File: config.mk
export PLATFORM = sky130hd
export DESIGN_NAME = bra_scan
export DESIGN_NICKNAME = d
export VERILOG_FILES = /design/src/rtl/core/bra_pkg.sv /design/src/rtl/core/bra_scan.sv
export SDC_FILE = /design/constraint.sdc
export NUM_CORES = 1
export LEC_CHECK = 0
export BUFFER_PORTS_ARGS = -buffer_cell sky130_fd_sc_hd__clkbuf_2
export CORE_MARGIN = 2
export CORE_UTILIZATION = 50
export DETAILED_ROUTE_END_ITERATION = 10
export PLACE_DENSITY = 0.81
export SYNTH_ARGS = -nofsm -noshare
export SYNTH_HDL_FRONTEND = slang
export SYNTH_SLANG_ARGS = --single-unit
File: constraint.sdc
create_clock -name vclk -period 6.1
set_clock_uncertainty 0.15 [all_clocks]
set_input_delay 1.22 -clock vclk [all_inputs]
set_output_delay 1.22 -clock vclk [all_outputs]
set_load 0.03 [all_outputs]
File: src/rtl/core/bra_pkg.sv
// Shared types and constants for the bitmap run allocator.
// No dependencies; imported by the top level, bra_scan and bra_checker.
`default_nettype none

package bra_pkg;

    // Fixed geometry of one map word
    localparam int WORD_BITS    = 64;
    localparam int POS_W        = 6;    // bit position inside a word
    localparam int LEN_W        = 7;    // free-bit count inside a word, 0..64
    localparam int MAP_BITS_DEF = 4096;

    // Port field widths
    localparam int REQ_W   = 2;
    localparam int INDEX_W = 12;
    localparam int COUNT_W = 13;
    localparam int CFG_W   = 13;
    localparam int RUN_W   = 12;

    // Request codes
    localparam logic [REQ_W-1:0] REQ_TEST      = 2'd0;
    localparam logic [REQ_W-1:0] REQ_MARK_USED = 2'd1;
    localparam logic [REQ_W-1:0] REQ_MARK_FREE = 2'd2;
    localparam logic [REQ_W-1:0] REQ_FIND      = 2'd3;

    // Summary of one map word for the first-fit search
    typedef struct packed {
        logic [LEN_W-1:0] lead_free;   // free run starting at bit 0
        logic [LEN_W-1:0] top_free;    // free run ending at the top bit
        logic             hit;         // a whole run fits inside the word
        logic [POS_W-1:0] hit_pos;     // lowest start of such a run
    } t_scan;

endpackage

`default_nettype wire

File: src/rtl/core/bra_scan.sv
// Word scanner for the first-fit search: free-run lengths at both ends of a
// map word and the lowest in-word run of a short count. Uses bra_pkg.
`default_nettype none

module bra_scan import bra_pkg::*; (
    input  wire logic [WORD_BITS-1:0] i_free,
    input  wire logic [COUNT_W-1:0]   i_count,
    output t_scan                     o_scan
);

    always_comb begin
        logic [WORD_BITS-1:0] span;     // runs of 2^b free bits by start
        logic [WORD_BITS-1:0] win;      // runs of the accumulated length
        logic                 have;
        logic [LEN_W-1:0]     lead;
        logic [LEN_W-1:0]     top;
        logic [POS_W-1:0]     pos;

        span = i_free;
        win  = '0;
        have = 1'b0;
        // Build the window for the low count bits by doubling run lengths
        for (int b = 0; b < POS_W; b++) begin
            if (i_count[b]) begin
                win  = have ? (span & (win >> (1 << b))) : span;
                have = 1'b1;
            end
            span = span & (span >> (1 << b));
        end

        pos = '0;
        for (int j = WORD_BITS - 1; j >= 0; j--) begin
            if (win[j]) begin
                pos = POS_W'(j);
            end
        end

        lead = LEN_W'(WORD_BITS);
        for (int j = WORD_BITS - 1; j >= 0; j--) begin
            if (!i_free[j]) begin
                lead = LEN_W'(j);
            end
        end

        top = LEN_W'(WORD_BITS);
        for (int j = 0; j < WORD_BITS; j++) begin
            if (!i_free[j]) begin
                top = LEN_W'(WORD_BITS - 1 - j);
            end
        end

        o_scan.lead_free = lead;
        o_scan.top_free  = top;
        o_scan.hit       = |win;
        o_scan.hit_pos   = pos;
    end

endmodule

`default_nettype wire

==> results of run 1 <==
cells by family after synthesis:
kind of cell	after synthesis	share of synthesized area [%]
mux	8	0.956
simple gates	731	43.6
compound gates	568	46.5
buf+inv	192	8.92
per-stage QoR:
stage,util (%),cells,setup slack [ns]
CTS,58.0,1813,0.0345
detailed placement,58.0,1813,0.0520
floorplan,-,1499,0.467
global placement,58.0,1813,0.152
synth_stat cells (all sizes together) (23+ instances only):
| master | instances | share of area [%] |
|---|---|---|
| nor4 | 24 | 1.7 |
| nand2b | 43 | 3.1 |
| o21ai | 116 | 6.7 |
| nand4 | 67 | 4.9 |
| nor2 | 129 | 5.6 |
| a21oi | 114 | 6.7 |
| clkbuf | 101 | 4.4 |
| and4 | 25 | 2.5 |
| nor2b | 36 | 2.6 |
| nand2 | 178 | 7.7 |
| buf | 35 | 2.1 |
| nand3 | 67 | 3.9 |
| a31oi | 23 | 1.7 |
| o211ai | 23 | 2.0 |
| and2 | 35 | 2.5 |
| nor3 | 52 | 3.0 |
| inv | 54 | 2.3 |
| and3 | 24 | 1.7 |
| a211oi | 27 | 2.4 |
layer usage:
| layer | overflow | GRT usage, % |
|---|---|---|
| met5 | 0 | 0.833 |
| met4 | 1 | 45.6 |
| met3 | 0 | 30.7 |
| met2 | 1 | 73.9 |
| met1 | 0 | 60.9 |
==> results.json, run 1 <==
{
  "outcome": "stopped before the end",
  "lastStage": "global routing (5_1_grt)",
  "stop_error": "[ERROR GRT-0232] Routing congestion too high. Check the congestion heatmap in the GUI.",
  "syn_nets": 1576,
  "ctsResizeCount": 0,
  "gr-usage-all-layers_pct": 54.4,
  "place_area_mm2": 0.00992,
  "dpl.hpwl_um": 36700,
  "start_util_pct": 50.5,
  "gr-total-overflow": 2,
  "portBuffers": 91,
  "ios": 98,
  "grt_max_degree": 41,
  "worst-ep-kind": "top-level output",
  "netlist_instances": 1499,
  "die_height_um": 135,
  "worstEndpointGrtRepair": "o_scan[1]",
  "cts_hold_buffers": 0,
  "gp_congestion": 1.24,
  "ys_seq_area_share_pct": 0,
  "row_count": 48,
  "syn_area_mm2": 0.00864,
  "post_cts_buffers": 0,
  "die_x_um": 135,
  "ys_types": 81,
  "syn-mean-instance-area_um2": 5.76,
  "yosysWarnings": 0
}
==> run 2: changes to the inputs <==
--- a/config.mk
+++ b/config.mk
@@ -7,9 +7,9 @@
 export LEC_CHECK = 0
 export BUFFER_PORTS_ARGS = -buffer_cell sky130_fd_sc_hd__clkbuf_2
 export CORE_MARGIN = 2
-export CORE_UTILIZATION = 50
+export CORE_UTILIZATION = 35
 export DETAILED_ROUTE_END_ITERATION = 10
-export PLACE_DENSITY = 0.81
+export PLACE_DENSITY_LB_ADDON = 0.15
 export SYNTH_ARGS = -nofsm -noshare
 export SYNTH_HDL_FRONTEND = slang
 export SYNTH_SLANG_ARGS = --single-unit
==> results.json, run 2 <==
{
  "ys_top_cells_by_count": "nand2_1 (178), nor2_1 (129), a21oi_1 (112)",
  "crit_chain": "clkbuf_2 -> buf_12 -> nor2_4 -> buf_4 -> a221oi_4 -> o32ai_1 -> a32oi_1 -> o211ai_1 -> a311oi_2 -> nand2_1 -> or4_1 -> o41ai_2 -> o21ai_1 -> clkbuf_2",
  "drive_above_1_share_pct": 22.5,
  "wl_per_cell_um": 27.7,
  "rsz0062_at_grt": "yes",
  "peakVddDrop_v": 0.0000359,
  "setup_violations": 0,
  "finalHoldViolCount": 0,
  "vias": 13700,
  "p_leak_nw": 4.06,
  "dr.pass1.iters": 7,
  "start_kind": "primary input",
  "start_util_pct": 35.6,
  "hold_class": "primary input to output pin",
  "synth_most_common_cell": "nand2_1",
  "drc": 0,
  "syn-mean-instance-area_um2": 5.76,
  "cellPowerDensity_mw_per_mm2": 66.9,
  "final_cell_mix": "buf_4 (212), nand2_1 (178), nor2_1 (127)",
  "dpl.hpwl_um": 45300,
  "area_growth_pct": 26.1,
  "gr-total-overflow": 0,
  "grt_pass1_vias": 12800,
  "maxCapViolations": 0,
  "viasPerCell": 6.83,
  "crit_type": "primary input to output pin",
  "hold_path.startpoint": "i_free[0]",
  "grt_max_degree": 44,
  "stdcell_count": 2000,
  "syn_area_mm2": 0.00864,
  "n_clock_buffer": 0,
  "portBuffers": 91,
  "ios": 98,
  "syn_nets": 1576,
  "ys_types": 81,
  "cp-end-kind": "output pin",
  "design.seq.count": 0,
  "row_count": 57,
  "netlist_instances": 1499,
  "period_minus_slack_ns": 6.04,
  "antenna_left": 0,
  "ys_seq_area_share_pct": 0,
  "antenna_found_initial": 2,
  "layout_commonest_cell": "buf_4",
  "drv_slew": 0,
  "total_power_mw": 0.729,
  "placedCellCount": 1995,
  "max_freq_mhz": 166,
  "die_height_um": 161,
  "cp_max_fo": 28,
  "final.period_utilization_pct": 99.0,
  "outcome": "finished clean",
  "cts_hold_buffers": 0,
  "cp.arrival_ns": 4.67,
  "slowest_stage": "or4_1",
  "wl_um": 55400,
  "crit_required_ns": 4.73,
  "yosysWarnings": 0,
  "cpMostUsedCell": "clkbuf_2",
  "core-area_mm2": 0.0242,
  "die_x_um": 161,
  "yosysTopAreaCell": "nand2_1",
  "cpPeakStageDelay_ns": 0.54,
  "drt_iter0_markers": 2167,
  "netlist_top_cells_area": "nand2_1 (7.7%), a21oi_1 (6.5%), o21ai_0 (6.4%), nor2_1 (5.6%), nand4_1 (4.9%)",
  "nets": 1755,
  "slew_headroom_pct": 32.8,
  "synth_top_area_share_pct": 7.73,
  "diodes": 0,
  "cp-startpoint": "i_count[0]",
  "seq_area_um2": 0,
  "gp_congestion": 1.12,
  "gr-usage-all-layers_pct": 41.0,
  "fin_util_pct": 44.9,
  "worst-slew-pin-transition_ns": 0.997,
  "grt_pass1_wl_um": 81800,
  "dieArea_mm2": 0.0260
}
run 2: cell counts after synthesis:
Identical to the previous run, type by type.
run 2: cell type report:
type | count | area, um2
Tap cell | 324 | 405
Fill cell | 2743 | 13400
Timing Repair Buffer | 312 | 2220
Multi-Input combinational cell | 1308 | 8060
Inverter | 56 | 210
run 2: cells by family (layout without fill, tap and decap cells):
family	after synthesis	in the layout	synth area share (%)
AOI/OAI and AO/OA	568	568	46.5
buffers and inverters	192	368	8.92
muxes	8	8	0.956
and+or+nand+nor	731	732	43.6
run 2: path summary, 6_finish.rpt:
check          to  slack [ns]  cells after the start
max     o_scan[1]        0.06                     14
min    o_scan[15]        2.75                      4
run 2: report_power, final:
group	leakage (nW)	switching (mW)	internal (mW)
Clock	0	0	0
Sequential	0	0	0
Combinational	4.06	0.473	0.256
run 2: through the flow:
stage,worst slack (ns),setup TNS (ns),hold WS [ns],area (um2)
global route,-0.0485,-0.0594,2.78,10900
CTS,0.0261,0,2.74,10700
finish,0.0584,0,2.75,10900
floorplan,0.467,0,2.47,8640
global placement,-0.0266,-0.0266,2.74,10700
detailed placement,-0.0522,-0.0522,2.74,10700
run 2: what timing repair did:
item / in CTS / in global routing
endpoints found under the hold margin: 0 / 0
endpoints found under the setup margin: 1 / 7
buffers inserted: 0 / 4
gates resized for setup: 2 / 33
pin swaps: 0 / 5
cloned: 0 / 1
run 2: per-layer routing:
metal | up-vias | GRT usage [%] | share of wire (%)
met5 | - | 0 | 0
met1 | 6413 | 51.0 | 39
li1 | 6197 | - | -
met4 | 0 | 22.9 | 7.1
met2 | 848 | 68.8 | 45
met3 | 193 | 4.96 | 8.3
run 2: worst max-delay path: cells and delay by family:
family,cells,cell delay [ns]
AO/OA/AOI/OAI,7,1.95
buffers and inverters,4,0.66
AND/OR/NAND/NOR,3,0.80
Note: power is estimated with default switching activity, not from simulation.
